`config.mk`:
```
export PLATFORM = sky130hd
export DESIGN_NAME = calendar_clock_tick_core
export DESIGN_NICKNAME = d
export VERILOG_FILES = /design/src/hw/rtl/ctc_pkg.sv /design/src/hw/rtl/ctc_step.sv /design/src/hw/rtl/calendar_clock_tick_core.sv
export SDC_FILE = /design/constraint.sdc
export NUM_CORES = 1
export LEC_CHECK = 0
export ABC_AREA = 1
export BUFFER_PORTS_ARGS = -buffer_cell sky130_fd_sc_hd__buf_2
export CAP_MARGIN = 20
export CORE_MARGIN = 2
export CORE_UTILIZATION = 45
export DETAILED_ROUTE_END_ITERATION = 8
export SLEW_MARGIN = 20
export SYNTH_ARGS = -nofsm -noshare
export SYNTH_HDL_FRONTEND = slang
export SYNTH_SLANG_ARGS = --single-unit
export TNS_END_PERCENT = 100
```
`constraint.sdc`:
```
create_clock -name clk -period 19.4 [get_ports clk]
set_clock_uncertainty 0.2 [all_clocks]
set_input_delay 3.88 -clock clk [delete_from_list [all_inputs] [get_ports clk]]
set_output_delay 3.88 -clock clk [all_outputs]
set_load 0.005 [all_outputs]
```
`src/hw/rtl/ctc_pkg.sv`:
```
// ----------------------------------------------------------------------------
// ctc_pkg
// Types, constants and calendar helpers shared by the calendar clock core.
// ----------------------------------------------------------------------------
`default_nettype none

package ctc_pkg;

	localparam int YEAR_BITS = 16;

	typedef logic [YEAR_BITS-1:0] year_t;
	typedef logic [3:0]           month_t;
	typedef logic [4:0]           day_t;
	typedef logic [4:0]           hour_t;
	typedef logic [5:0]           minute_t;
	typedef logic [5:0]           second_t;

	typedef enum logic {
		CMD_TICK = 1'b0,
		CMD_LOAD = 1'b1
	} cmd_t;

	typedef struct packed {
		year_t   year;
		month_t  month;
		day_t    day;
		hour_t   hour;
		minute_t minute;
		second_t second;
	} date_t;

	typedef struct packed {
		cmd_t    cmd;
		year_t   year;
		month_t  month;
		day_t    day;
		hour_t   hour;
		minute_t minute;
		second_t second;
	} req_t;

	localparam month_t  MONTH_JAN   = 4'd1;
	localparam month_t  MONTH_FEB   = 4'd2;
	localparam month_t  MONTH_DEC   = 4'd12;
	localparam day_t    DAY_FIRST   = 5'd1;
	localparam day_t    DAY_LEAP    = 5'd29;
	localparam hour_t   HOUR_LAST   = 5'd23;
	localparam minute_t MINUTE_LAST = 6'd59;
	localparam second_t SECOND_LAST = 6'd59;
	localparam hour_t   HOURS       = 5'd24;
	localparam minute_t MINUTES     = 6'd60;
	localparam second_t SECONDS     = 6'd60;

	localparam logic [63:0] YEAR_SPAN  = (64'd1 << YEAR_BITS) - 64'd1;
	localparam year_t       YEAR_MAX   = YEAR_SPAN[YEAR_BITS-1:0];
	localparam logic [63:0] YEAR_DFLT_W = 64'd2000;
	localparam year_t       YEAR_DFLT  = YEAR_DFLT_W[YEAR_BITS-1:0];

	localparam date_t RESET_DATE = '{
		year:   YEAR_DFLT,
		month:  MONTH_JAN,
		day:    DAY_FIRST,
		hour:   '0,
		minute: '0,
		second: '0
	};

	// inverse of 25 modulo 2^64 by Newton steps; used for an exact divisibility test
	function automatic logic [63:0] calc_inv25();
		logic [63:0] x;
		x = 64'd25;
		for (int i = 0; i < 6; i++) begin
			x = x * (64'd2 - 64'd25 * x);
		end
		return x;
	endfunction

	localparam logic [63:0] INV25_W   = calc_inv25();
	localparam year_t       INV25     = INV25_W[YEAR_BITS-1:0];
	localparam logic [63:0] DIV25_W   = YEAR_SPAN / 25;
	localparam year_t       DIV25_LIM = DIV25_W[YEAR_BITS-1:0];

	localparam day_t MONTH_LEN [12] = '{
		5'd31, 5'd28, 5'd31, 5'd30, 5'd31, 5'd30,
		5'd31, 5'd31, 5'd30, 5'd31, 5'd30, 5'd31
	};

	function automatic logic is_leap(input year_t y);
		year_t prod;
		logic  div25;
		prod  = y * INV25;
		div25 = (prod <= DIV25_LIM);
		return (y[1:0] == 2'b00) && (!div25 || (y[3:0] == 4'b0000));
	endfunction

	function automatic day_t days_in(input month_t m, input year_t y);
		day_t len;
		if ((m < MONTH_JAN) || (m > MONTH_DEC)) begin
			len = 5'd31;
		end else if ((m == MONTH_FEB) && is_leap(y)) begin
			len = DAY_LEAP;
		end else begin
			len = MONTH_LEN[m - MONTH_JAN];
		end
		return len;
	endfunction

endpackage

`default_nettype wire

```
`src/hw/rtl/ctc_step.sv`:
```
// ----------------------------------------------------------------------------
// ctc_step
// Next date and time for one request: either a one-second tick cascade or a
// validated load of a new date and time.
// ----------------------------------------------------------------------------
`default_nettype none

module ctc_step (
	input  wire ctc_pkg::req_t  req,
	input  wire ctc_pkg::date_t cur,
	output ctc_pkg::date_t      nxt
);

	ctc_pkg::date_t  load_d;
	ctc_pkg::date_t  tick_d;
	ctc_pkg::day_t   load_len;
	ctc_pkg::day_t   cur_len;
	logic            sec_wrap;
	logic            min_wrap;
	logic            hour_wrap;
	logic            day_wrap;
	logic            mon_wrap;

	always_comb begin
		load_d.year   = (req.year != '0) ? req.year : ctc_pkg::YEAR_DFLT;
		load_d.month  = (req.month inside {[ctc_pkg::MONTH_JAN:ctc_pkg::MONTH_DEC]}) ?
			req.month : ctc_pkg::MONTH_JAN;
		load_len      = ctc_pkg::days_in(load_d.month, load_d.year);
		load_d.day    = ((req.day >= ctc_pkg::DAY_FIRST) && (req.day <= load_len)) ?
			req.day : ctc_pkg::DAY_FIRST;
		load_d.hour   = (req.hour < ctc_pkg::HOURS) ? req.hour : '0;
		load_d.minute = (req.minute < ctc_pkg::MINUTES) ? req.minute : '0;
		load_d.second = (req.second < ctc_pkg::SECONDS) ? req.second : '0;
	end

	always_comb begin
		cur_len   = ctc_pkg::days_in(cur.month, cur.year);
		sec_wrap  = (cur.second == ctc_pkg::SECOND_LAST);
		min_wrap  = sec_wrap && (cur.minute == ctc_pkg::MINUTE_LAST);
		hour_wrap = min_wrap && (cur.hour == ctc_pkg::HOUR_LAST);
		day_wrap  = hour_wrap && (cur.day >= cur_len);
		mon_wrap  = day_wrap && (cur.month >= ctc_pkg::MONTH_DEC);

		tick_d = cur;
		tick_d.second = sec_wrap ? '0 : cur.second + 6'd1;
		if (sec_wrap) begin
			tick_d.minute = min_wrap ? '0 : cur.minute + 6'd1;
		end
		if (min_wrap) begin
			tick_d.hour = hour_wrap ? '0 : cur.hour + 5'd1;
		end
		if (hour_wrap) begin
			tick_d.day = day_wrap ? ctc_pkg::DAY_FIRST : cur.day + 5'd1;
		end
		if (day_wrap) begin
			tick_d.month = mon_wrap ? ctc_pkg::MONTH_JAN : cur.month + 4'd1;
		end
		if (mon_wrap && (cur.year != ctc_pkg::YEAR_MAX)) begin
			tick_d.year = cur.year + ctc_pkg::year_t'(1);
		end
	end

	assign nxt = (req.cmd == ctc_pkg::CMD_LOAD) ? load_d : tick_d;

endmodule

`default_nettype wire

```
`src/hw/rtl/calendar_clock_tick_core.sv`:
```
// ----------------------------------------------------------------------------
// calendar_clock_tick_core
// Gregorian calendar clock: one-second ticks and date/time load requests.
// ----------------------------------------------------------------------------
// Each request is a one-second tick or a load of a new date and time, and each
// gives exactly one result: the date and time after it. One request is taken
// every cycle unless the result side stalls; a request passes through the input
// register, then the calendar registers, which also serve as the result register.
// The rate is set by the update of the calendar registers. A stall on
// the result side holds the result and the calendar state.
`default_nettype none

module calendar_clock_tick_core (
	input  wire         clk,
	input  wire         arst_n,

	input  wire         req_valid,
	output logic        req_stall,
	input  wire         cmd,
	input  wire  [15:0] new_year,
	input  wire  [3:0]  new_month,
	input  wire  [4:0]  new_day,
	input  wire  [4:0]  new_hour,
	input  wire  [5:0]  new_minute,
	input  wire  [5:0]  new_second,

	output logic        res_valid,
	input  wire         res_stall,
	output logic [15:0] cur_year,
	output logic [3:0]  cur_month,
	output logic [4:0]  cur_day,
	output logic [4:0]  cur_hour,
	output logic [5:0]  cur_minute,
	output logic [5:0]  cur_second
);

	ctc_pkg::req_t  req_s1;
	logic           valid_s1;
	logic           res_valid_q;
	ctc_pkg::date_t date_q;
	ctc_pkg::date_t date_nxt;
	logic           adv;
	logic [31:0]    year_in_w;
	logic [31:0]    year_out_w;

	assign adv       = ~res_valid_q | ~res_stall;
	assign req_stall = valid_s1 & ~adv;
	assign year_in_w = 32'(new_year);

	always_ff @(posedge clk or negedge arst_n) begin
		if (!arst_n) begin
			valid_s1    <= 1'b0;
			res_valid_q <= 1'b0;
			date_q      <= ctc_pkg::RESET_DATE;
		end else begin
			if (!req_stall) begin
				valid_s1 <= req_valid;
			end
			if (adv) begin
				res_valid_q <= valid_s1;
			end
			if (adv && valid_s1) begin
				date_q <= date_nxt;
			end
		end
	end

	always_ff @(posedge clk) begin
		if (req_valid && !req_stall) begin
			req_s1.cmd    <= ctc_pkg::cmd_t'(cmd);
			req_s1.year   <= year_in_w[ctc_pkg::YEAR_BITS-1:0];
			req_s1.month  <= new_month;
			req_s1.day    <= new_day;
			req_s1.hour   <= new_hour;
			req_s1.minute <= new_minute;
			req_s1.second <= new_second;
		end
	end

	ctc_step u_step (
		.req (req_s1),
		.cur (date_q),
		.nxt (date_nxt)
	);

	assign year_out_w = 32'(date_q.year);
	assign res_valid  = res_valid_q;
	assign cur_year   = year_out_w[15:0];
	assign cur_month  = date_q.month;
	assign cur_day    = date_q.day;
	assign cur_hour   = date_q.hour;
	assign cur_minute = date_q.minute;
	assign cur_second = date_q.second;

endmodule

`default_nettype wire

```
==> results.toml, run 1 <==
[routing]
final_antenna_net_count = 0
vias = 6170
post-route-drc-count = 0
drtPass1Iterations = 5
wl_met3_um = 672
wl_per_cell_um = 13.2
wl_met1_um = 8200
wl_um = 16600
highest_layer = "met4"
met2_length_um = 7580
via_per_inst = 4.92
drt_iter0_markers = 284

[global_route]
antenna_found_initial = 0
globalRouteTotalUtil_pct = 18.2
grt_overflow = 0
grt_pass1_wl_um = 27200
grt_start_max_net_pins = 45
grt_pass1_vias = 5823

[worst_setup_path]
critPathKind = "input pin to output port"
cp-startpoint = "res_stall"
reg2reg_depth = 34
path_buf_inv = 2
cp-endpoint = "req_stall"
worstReg2RegEnd = "cur_day[0]"
crit_fanout = 3
cp_slowest_cell = "buf_2"
critPathTopFamily = "buffers and inverters"
path_common_cell = "buf_2"
end_kind = "output port"
worst-endpoint-arrival_ns = 4.28
path_cells = "buf_2 > nand2_1 > nor2_1 > buf_2"
reg2reg_slack_ns = 12.27
critPathRequiredTime_ns = 15.32
max_stage_delay_ns = 0.13
r2r_start = "req_s1[26]"
setup.worst_path.start_class = "input pin"
cp.depth = 4

[final_layout]
fillers = 1694
area_growth_pct = 12.3
layout-drive-gt1-share_pct = 14.6
seq_area_um2 = 2400
multiInputGateArea_um2 = 4920
nets = 1242

[clocking]
cts.sinks = 87
clk_pin_slew_ns = 0.06
cts_hold_buf = 0
post_cts_buffers = 0
cts_made_buffers = 9
clockRootBuffer = "clkbuf_16"
cts_resized = 0
tritoncts = "yes"
clkLatencyLatePin_ns = 0.34
htreeDepth = 3
cts_buffer_depth = 2

[floorplanning]
die_h_um = 138
rows = 48
dieArea_um2 = 19000
start_util_pct = 46.4
core_area_um2 = 17400
num_io_pins = 91
die_x_um = 138

[synthesis]
syn_area_per_cell_um2 = 8.69
ys.flop_type = "edfxtp_1"
synth_nets = 1150
netlist_area_um2 = 8080
synth_most_common_cell = "inv_1"
synth.distinct_cells = 48
yosysWarnings = 0
ys_seq_area_share_pct = 29.7
ys_top_cells_by_area = "ha_1, edfxtp_1, dfrtp_1"
yosys_register_bits = 87
synth_edf_count = 43
synth_common_cells = "inv_1, nand2_1, ha_1"
yosys.area.top_type = "ha_1"
syn_inst = 930
async_reset_ff_share_pct = 50.6
synth_top_area_share_pct = 21.2

[job]
cap_violations = 0

[sta]
final-hold-violation-count = 0
setup_viol = 0
rsz0062_at_grt = "no"
clock.fmax_ghz = 0.120
min_period_over_period_pct = 43.1
finalMaxSlewViolations = 0
slew-limit-headroom_pct = 53.9
worst_slew_pin_slew_ns = 0.683
period_minus_slack_ns = 8.36
finalSetupTns_ns = 0

[place]
port_buffers = 90
globalplace.congestion = 0.835
dp_hpwl_um = 13400

[worst_hold_path]
min_path_type = "flop to flop"
min_from = "valid_s1"

[status]
status = "completed"
## cells by family (layout without fill, tap and decap cells)
logic type | Yosys count | in the layout | share of synthesized area, %
and+or+nand+nor | 317 | 317 | 17.0
buffers and inverters | 194 | 291 | 9.37
adders and majority gates | 173 | 173 | 30.1
AOI/OAI and AO/OA | 113 | 113 | 8.74
DFF | 87 | 87 | 29.7
xor gates and xnor gates | 44 | 44 | 4.77
muxes | 2 | 2 | 0.248
other | 0 | 1 | 0
## worst register-to-register path: cells and delay by family (launching register included)
| kind | cells | cell delay (ns) |
|---|---|---|
| DFF | 1 | 0.38 |
| AOI/OAI and AO/OA | 7 | 1.34 |
| adders and majority gates | 9 | 3.12 |
| buffers and inverters | 2 | 0.34 |
| and+or+nand+nor | 16 | 1.67 |
## flip-flops by register name (all words and copies together), names as in the netlist
signal / count
req_s1: 43
cur_year: 16
cur_minute: 6
cur_second: 6
cur_day: 5
cur_hour: 5
cur_month: 4
res_valid: 1
valid_s1: 1
## stage by stage
stage	instances	hold WS [ns]	instance area, um^2	util, %	worst slack, ns
6_report	1253	0.288	9070	52.1	11.04
2_1_floorplan	930	0.248	8080	-	11.24
4_1_cts	1252	0.289	9070	52.1	11.04
5_1_grt	1252	0.323	9070	52.1	11.00
3_3_place_gp	1236	0.286	8760	50.3	11.06
3_5_place_dp	1236	0.276	8760	50.3	11.04
## cell type report
cell class              instances  share of cell area (%)
diodes                          1                  0.0276
flip-flops and latches         87                    26.5
multi-input cells             649                    54.2
clock inverters                 4                   0.800
well taps                     225                    3.10
inverters                     182                    7.53
clock buffers                  12                    2.61
repair buffers                 93                    5.24
## layer usage
metal	global-route usage, %	vias up
met5	0	-
met4	4.14	0
met3	3.18	11
met2	29.4	99
met1	25.7	2842
li1	-	3218
## worst min path at each step
| stage | endpoint | slack (ns) | cells past startpoint |
|---|---|---|---|
| 3_5_place_dp | res_valid | 0.28 | 2 |
| 2_1_floorplan | res_valid | 0.25 | 2 |
| 3_3_place_gp | res_valid | 0.29 | 2 |
| 5_1_grt | res_valid | 0.32 | 2 |
| 4_1_cts | res_valid | 0.29 | 2 |
| 6_report | res_valid | 0.29 | 2 |
## cells in the final DEF (no fill, tap or decap), drive strengths merged, types with 16 or more instances in the layout
cell,synthesis,final
o21ai,46,46
a21oi,34,34
inv,180,180
dfrtp,36,36
fa,36,36
nand2,171,171
xnor2,16,16
ha,137,137
nor2,67,67
buf,3,93
nand3,49,49
xor2,28,28
edfxtp,43,43
Power of run 1 is not shown: default switching activity piles up to over one toggle a cycle in this logic, so the estimate is an artifact.
==> run 2: changes to the inputs <==
- ABC_AREA: 1 -> 0
- clock period: 19.4 -> 8.52 ns (I/O delays scaled with it)
==> run 2 against run 1 <==
Non-clock buffer count increased by 2. Synthesized cell count down 13%. First-iteration DRC count up 12%. Register-to-register slack lost 11 ns. Worst hold slack better by 0.024 ns. Synthesized area is 3.1% lower. Final area down 2.9%. Critical path type is now flop to flop.
==> results.toml, run 2 <==
[sta]
period_minus_slack_ns = 7.45
final-hold-violation-count = 0
finalSetupTns_ns = 0
worst_slew_pin_slew_ns = 1.03
rsz0062_at_grt = "no"
finalMaxSlewViolations = 0
setup_viol = 0
clock.fmax_ghz = 0.134
hold_ws_ns = 0.312
min_period_over_period_pct = 87.5
slew-limit-headroom_pct = 30.6

[global_route]
grt_pass1_vias = 6092
grt_overflow = 0
grt_start_max_net_pins = 45
global_route.usage.met3_pct = 2.72
busiest_layer = "met2"
antenna_found_initial = 0
globalRouteTotalUtil_pct = 20.7
met1_usage_pct = 27.8
grt_pass1_wl_um = 29800
use_met2_pct = 34.8

[floorplanning]
die_x_um = 136
rows = 48
core_area_um2 = 17200
num_io_pins = 91
dieArea_um2 = 18500
start_util_pct = 45.6
die_h_um = 136

[routing]
post-route-drc-count = 0
drtPass1Iterations = 5
wl_um = 17900
final_antenna_net_count = 0
drt_iter0_markers = 319
vias = 6063
wl_per_cell_um = 15.9
via_per_inst = 5.40

[synthesis]
synth_top_family_by_area = "adder cells"
ys_top_cells_by_area = "ha_1, edfxtp_1, dfrtp_1"
synth_xor_area_share_pct = 3.76
yosys.area_share.adder_pct = 31.1
netlist_area_um2 = 7830
yosys_register_bits = 87
ys.flop_type = "edfxtp_1"
synth_top_area_share_pct = 21.9
async_reset_ff_share_pct = 50.6
syn_inst = 808
synth.distinct_cells = 61
ys_seq_area_share_pct = 30.7
synth_most_common_cell = "ha_1"
yosys.area.top_type = "ha_1"
synth-simple-area-share_pct = 12.6
synth_common_cells = "ha_1, inv_1, o21ai_0"
yosysWarnings = 0
syn_area_per_cell_um2 = 9.69
synth_nets = 1028
synth_compound_area_share_pct = 13.4
synthMuxAreaShare_pct = 1.55
synth_edf_count = 43

[final_layout]
area_growth_pct = 12.6
final_common_cell = "ha_1"
final_cell_mix = "ha_1, inv_1, buf_2"
nets = 1112
top_register = "req_s1"
diodes = 0
fillers = 1638
largest_reg_flops = 43
layout-drive-gt1-share_pct = 14.3

[power_and_ir_drop]
total_power_uw = 3100
p_per_area_nw_per_um2 = 352
ir_drop_uv = 304
leakage_uw = 0.00422

[clocking]
cts_made_buffers = 9
htreeDepth = 3
cts_resized = 0
cts_buffer_depth = 2
clkLatencyLatePin_ns = 0.35
post_cts_buffers = 0
clockRootBuffer = "clkbuf_16"
cts.sinks = 87
clk_pin_slew_ns = 0.07
cts_hold_buf = 0
tritoncts = "yes"

[place]
dp_hpwl_um = 14100
port_buffers = 90
globalplace.congestion = 0.845

[worst_setup_path]
critPathKind = "flop to flop"
reg2reg_slack_ns = 1.07
worst-endpoint-arrival_ns = 7.53
reg2reg_depth = 24
crit_fanout = 14
end_kind = "flop"
worstReg2RegEnd = "cur_year[10]"
r2r_start = "cur_year[2]"
critPathRequiredTime_ns = 8.60
setup.worst_path.start_class = "flop"

[worst_hold_path]
min_from = "req_s1[1]"
min_path_type = "flop to flop"
whs_endpoint = "cur_second[1]"
worst_hold_path.num_cells = 2

[job]
cap_violations = 0

[status]
status = "completed"
run 2: cell types whose count changed in the layout (fill, tap and decap cells not counted), moves of 16 or more:
cell,previous run,this run
nand2_1,168,37
nor3_1,6,22
nor2_1,61,40
nand3_1,47,20
inv_1,179,122
o21ai_0,33,53
xor2_1,28,7
run 2: where the power goes:
group	internal [uW]	switching, uW	total (uW)
Clock	208	193	401
Sequential	521	127	648
Combinational	988	1060	2050
Total	1720	1380	3100
run 2: cell families after synthesis:
family,count (synthesis)
mux,12
compound gates,171
simple gates,189
fa+ha+maj,173
xor+xnor,32
buf+inv,144
flops,87
run 2: critical path, cell delays in order, from the launching register on:
cell and delay [ns]:
dfrtp_1 0.61, inv_1 0.08, ha_1 0.30, ha_1 0.28
inv_1 0.05, fa_1 0.49, fa_1 0.52, fa_1 0.54
inv_1 0.05, ha_1 0.29, ha_1 0.34, o211a_1 0.14
a221oi_1 0.30, xor2_1 0.18, o2111ai_1 0.11, a21oi_1 0.28
o41ai_1 0.15, ha_1 0.29, nand2b_1 0.10, a21oi_1 0.06
or4_1 0.64, nor3_2 0.73, o21ai_1 0.28, nor2b_1 0.21
nor3_1 0.17
run 2: worst max-delay path by stage:
stage / start / to / slack (ns) / depth (start not counted)
6_report: cur_year[2] / cur_year[10] / 1.07 / 24
5_1_grt: cur_year[2] / cur_year[10] / 0.50 / 24
4_1_cts: cur_year[2] / cur_year[10] / 1.02 / 24
3_5_place_dp: cur_year[2] / cur_year[10] / 1.05 / 24
3_3_place_gp: cur_year[2] / cur_year[10] / 1.06 / 24
2_1_floorplan: cur_year[2] / cur_year[8] / 1.99 / 24
run 2: layer usage:
| layer | vias up | share of wire (%) |
|---|---|---|
| li1 | 3014 | - |
| met1 | 2914 | 49 |
| met2 | 113 | 47 |
| met3 | 22 | 3.1 |
| met4 | 0 | 1.6 |
| met5 | - | 0 |
run 2: cell type report:
class                      instances  area, um^2  share of cell area [%]
clock buffer                       9         225                    2.56
clock inverter                     7        75.1                   0.852
inverter                         122         458                    5.20
multi-input combinational        577        4880                    55.4
sequential                        87        2400                    27.3
tap                              225         282                    3.19
timing repair buffer              95         488                    5.54
run 2: stage by stage:
stage          instances  setup WS, ns  util [%]  area, um^2
3_5_place_dp        1106          1.05      49.5        8510
2_1_floorplan        808          1.99         -        7830
6_report            1122          1.07      51.3        8810
3_3_place_gp        1106          1.06      49.5        8510
4_1_cts             1122          1.02      51.3        8810
5_1_grt             1122         0.500      51.3        8810
Power figures use the tool's default switching activity.
==> run 3: changes to the inputs <==
- MAX_ROUTING_LAYER: default -> met4
==> run 3 against run 2 <==
Count of clock-buffer cells in the layout did not move. Non-clock buffer count did not move. Largest power group unchanged. Largest cell class unchanged. Critical path type unchanged. Wire length rose by 0.12%. Final area did not move.
==> results.toml, run 3 (synthesized netlist as in run 2, its figures left out) <==
[global_route]
grt_pass1_vias = 6089
grt_start_max_net_pins = 45
grt_pass1_wl_um = 29800
grt_overflow = 0
globalRouteTotalUtil_pct = 21.3
antenna_found_initial = 0

[worst_setup_path]
crit_fanout = 14
end_kind = "flop"
critPathRequiredTime_ns = 8.60
worst-endpoint-arrival_ns = 7.53
critPathKind = "flop to flop"
setup.worst_path.start_class = "flop"

[sta]
min_period_over_period_pct = 87.5
clock.fmax_ghz = 0.134
rsz0062_at_grt = "no"
period_minus_slack_ns = 7.45
final-hold-violation-count = 0
slew-limit-headroom_pct = 30.5
worst_slew_pin_slew_ns = 1.03
hold_ws_ns = 0.312
finalSetupTns_ns = 0
finalMaxSlewViolations = 0
setup_slack_ns = 1.07
setup_viol = 0

[final_layout]
fin_cells = 1122
seq_area_um2 = 2400
area_growth_pct = 12.6
multiInputGateArea_um2 = 4880
diodes = 0
fillers = 1638
nets = 1112
final_cell_mix = "ha_1, inv_1, buf_2"
layout-drive-gt1-share_pct = 14.3
final_common_cell = "ha_1"
top_register = "req_s1"
largest_reg_flops = 43

[place]
dp_cells = 1106
dp_hpwl_um = 14100
globalplace.congestion = 0.858
port_buffers = 90
place_ws_ns = 1.05

[routing]
post-route-drc-count = 0
wl_per_cell_um = 15.9
wl_um = 17900
drt_iter0_markers = 342
final_antenna_net_count = 0
vias = 6053
via_per_inst = 5.39
drtPass1Iterations = 5

[clocking]
htreeDepth = 3
cts_made_buffers = 9
clk_pin_slew_ns = 0.07
clkLatencyLatePin_ns = 0.35
cts_resized = 0
tritoncts = "yes"
cts_hold_buf = 0
cts_buffer_depth = 2
clockRootBuffer = "clkbuf_16"
post_cts_buffers = 0
cts.sinks = 87

[power_and_ir_drop]
clock_power_share_pct = 12.9
sequentialPowerShare_pct = 20.9
p_sw_uw = 1380
leakage_uw = 0.00422
total_power_uw = 3100
p_per_area_nw_per_um2 = 352
p_comb_share_pct = 66.2
p_int_uw = 1720
ir_drop_uv = 304
swShare_pct = 44.7

[floorplanning]
dieArea_um2 = 18500
start_util_pct = 45.6
die_h_um = 136
die_x_um = 136
rows = 48
core_area_um2 = 17200
num_io_pins = 91

[status]
status = "completed"

[worst_hold_path]
min_path_type = "flop to flop"

[job]
cap_violations = 0
-- run 3: cell counts in the layout (fill, tap and decap cells not counted) --
No cell type changed its count.
-- run 3: power groups by stage --
| stage | Combinational (uW) | Clock, uW | Sequential, uW |
|---|---|---|---|
| finish | 2050 | 401 | 648 |
| floorplan | 1630 | 0 | 613 |
| global placement | 2060 | 0 | 658 |
| detailed placement | 2080 | 0 | 656 |
| global route | 2410 | 429 | 664 |
| CTS | 2100 | 414 | 649 |
-- run 3: path summary, 6_finish.rpt --
kind                              from            end  slack [ns]  depth (start not counted)
max in group asynchronous       arst_n   cur_year[11]        6.45                          2
min                          req_s1[1]  cur_second[1]        0.31                          2
max reg2reg                cur_year[2]   cur_year[10]        1.07                         24
min in group asynchronous       arst_n      res_valid        1.23                          2
max                        cur_year[2]   cur_year[10]        1.07                         24
min reg2reg                  req_s1[1]  cur_second[1]        0.31                          2
-- run 3: worst max-delay path: stages (launching register included) --
cell	delay, ns
dfrtp_1	0.61
inv_1	0.08
ha_1	0.30
ha_1	0.28
inv_1	0.05
fa_1	0.49
fa_1	0.52
fa_1	0.54
inv_1	0.05
ha_1	0.29
ha_1	0.34
o211a_1	0.14
a221oi_1	0.30
xor2_1	0.18
o2111ai_1	0.11
a21oi_1	0.28
o41ai_1	0.15
ha_1	0.28
nand2b_1	0.10
a21oi_1	0.06
or4_1	0.64
nor3_2	0.73
o21ai_1	0.28
nor2b_1	0.21
nor3_1	0.17
-- run 3: stage by stage --
step | util, % | instance area [um^2]
3_5_place_dp | 49.5 | 8510
6_report | 51.3 | 8810
5_1_grt | 51.3 | 8810
4_1_cts | 51.3 | 8810
2_1_floorplan | - | 7830
3_3_place_gp | 49.5 | 8510
-- run 3: metal layers --
metal  track usage (%)  vias to the layer above  wire (um)
met5                 -                        -          0
met4              6.19                        0        276
met3              2.50                       18        499
met2              34.8                      103       8370
met1              28.0                     2918       8740
li1                  -                     3014          -
-- run 3: layout make-up --
type	count	share of cell area, %
inverter	122	5.20
clock inverter	7	0.852
clock buffer	9	2.56
tap	225	3.19
timing repair buffer	95	5.54
sequential	87	27.3
multi-input combinational	577	55.4
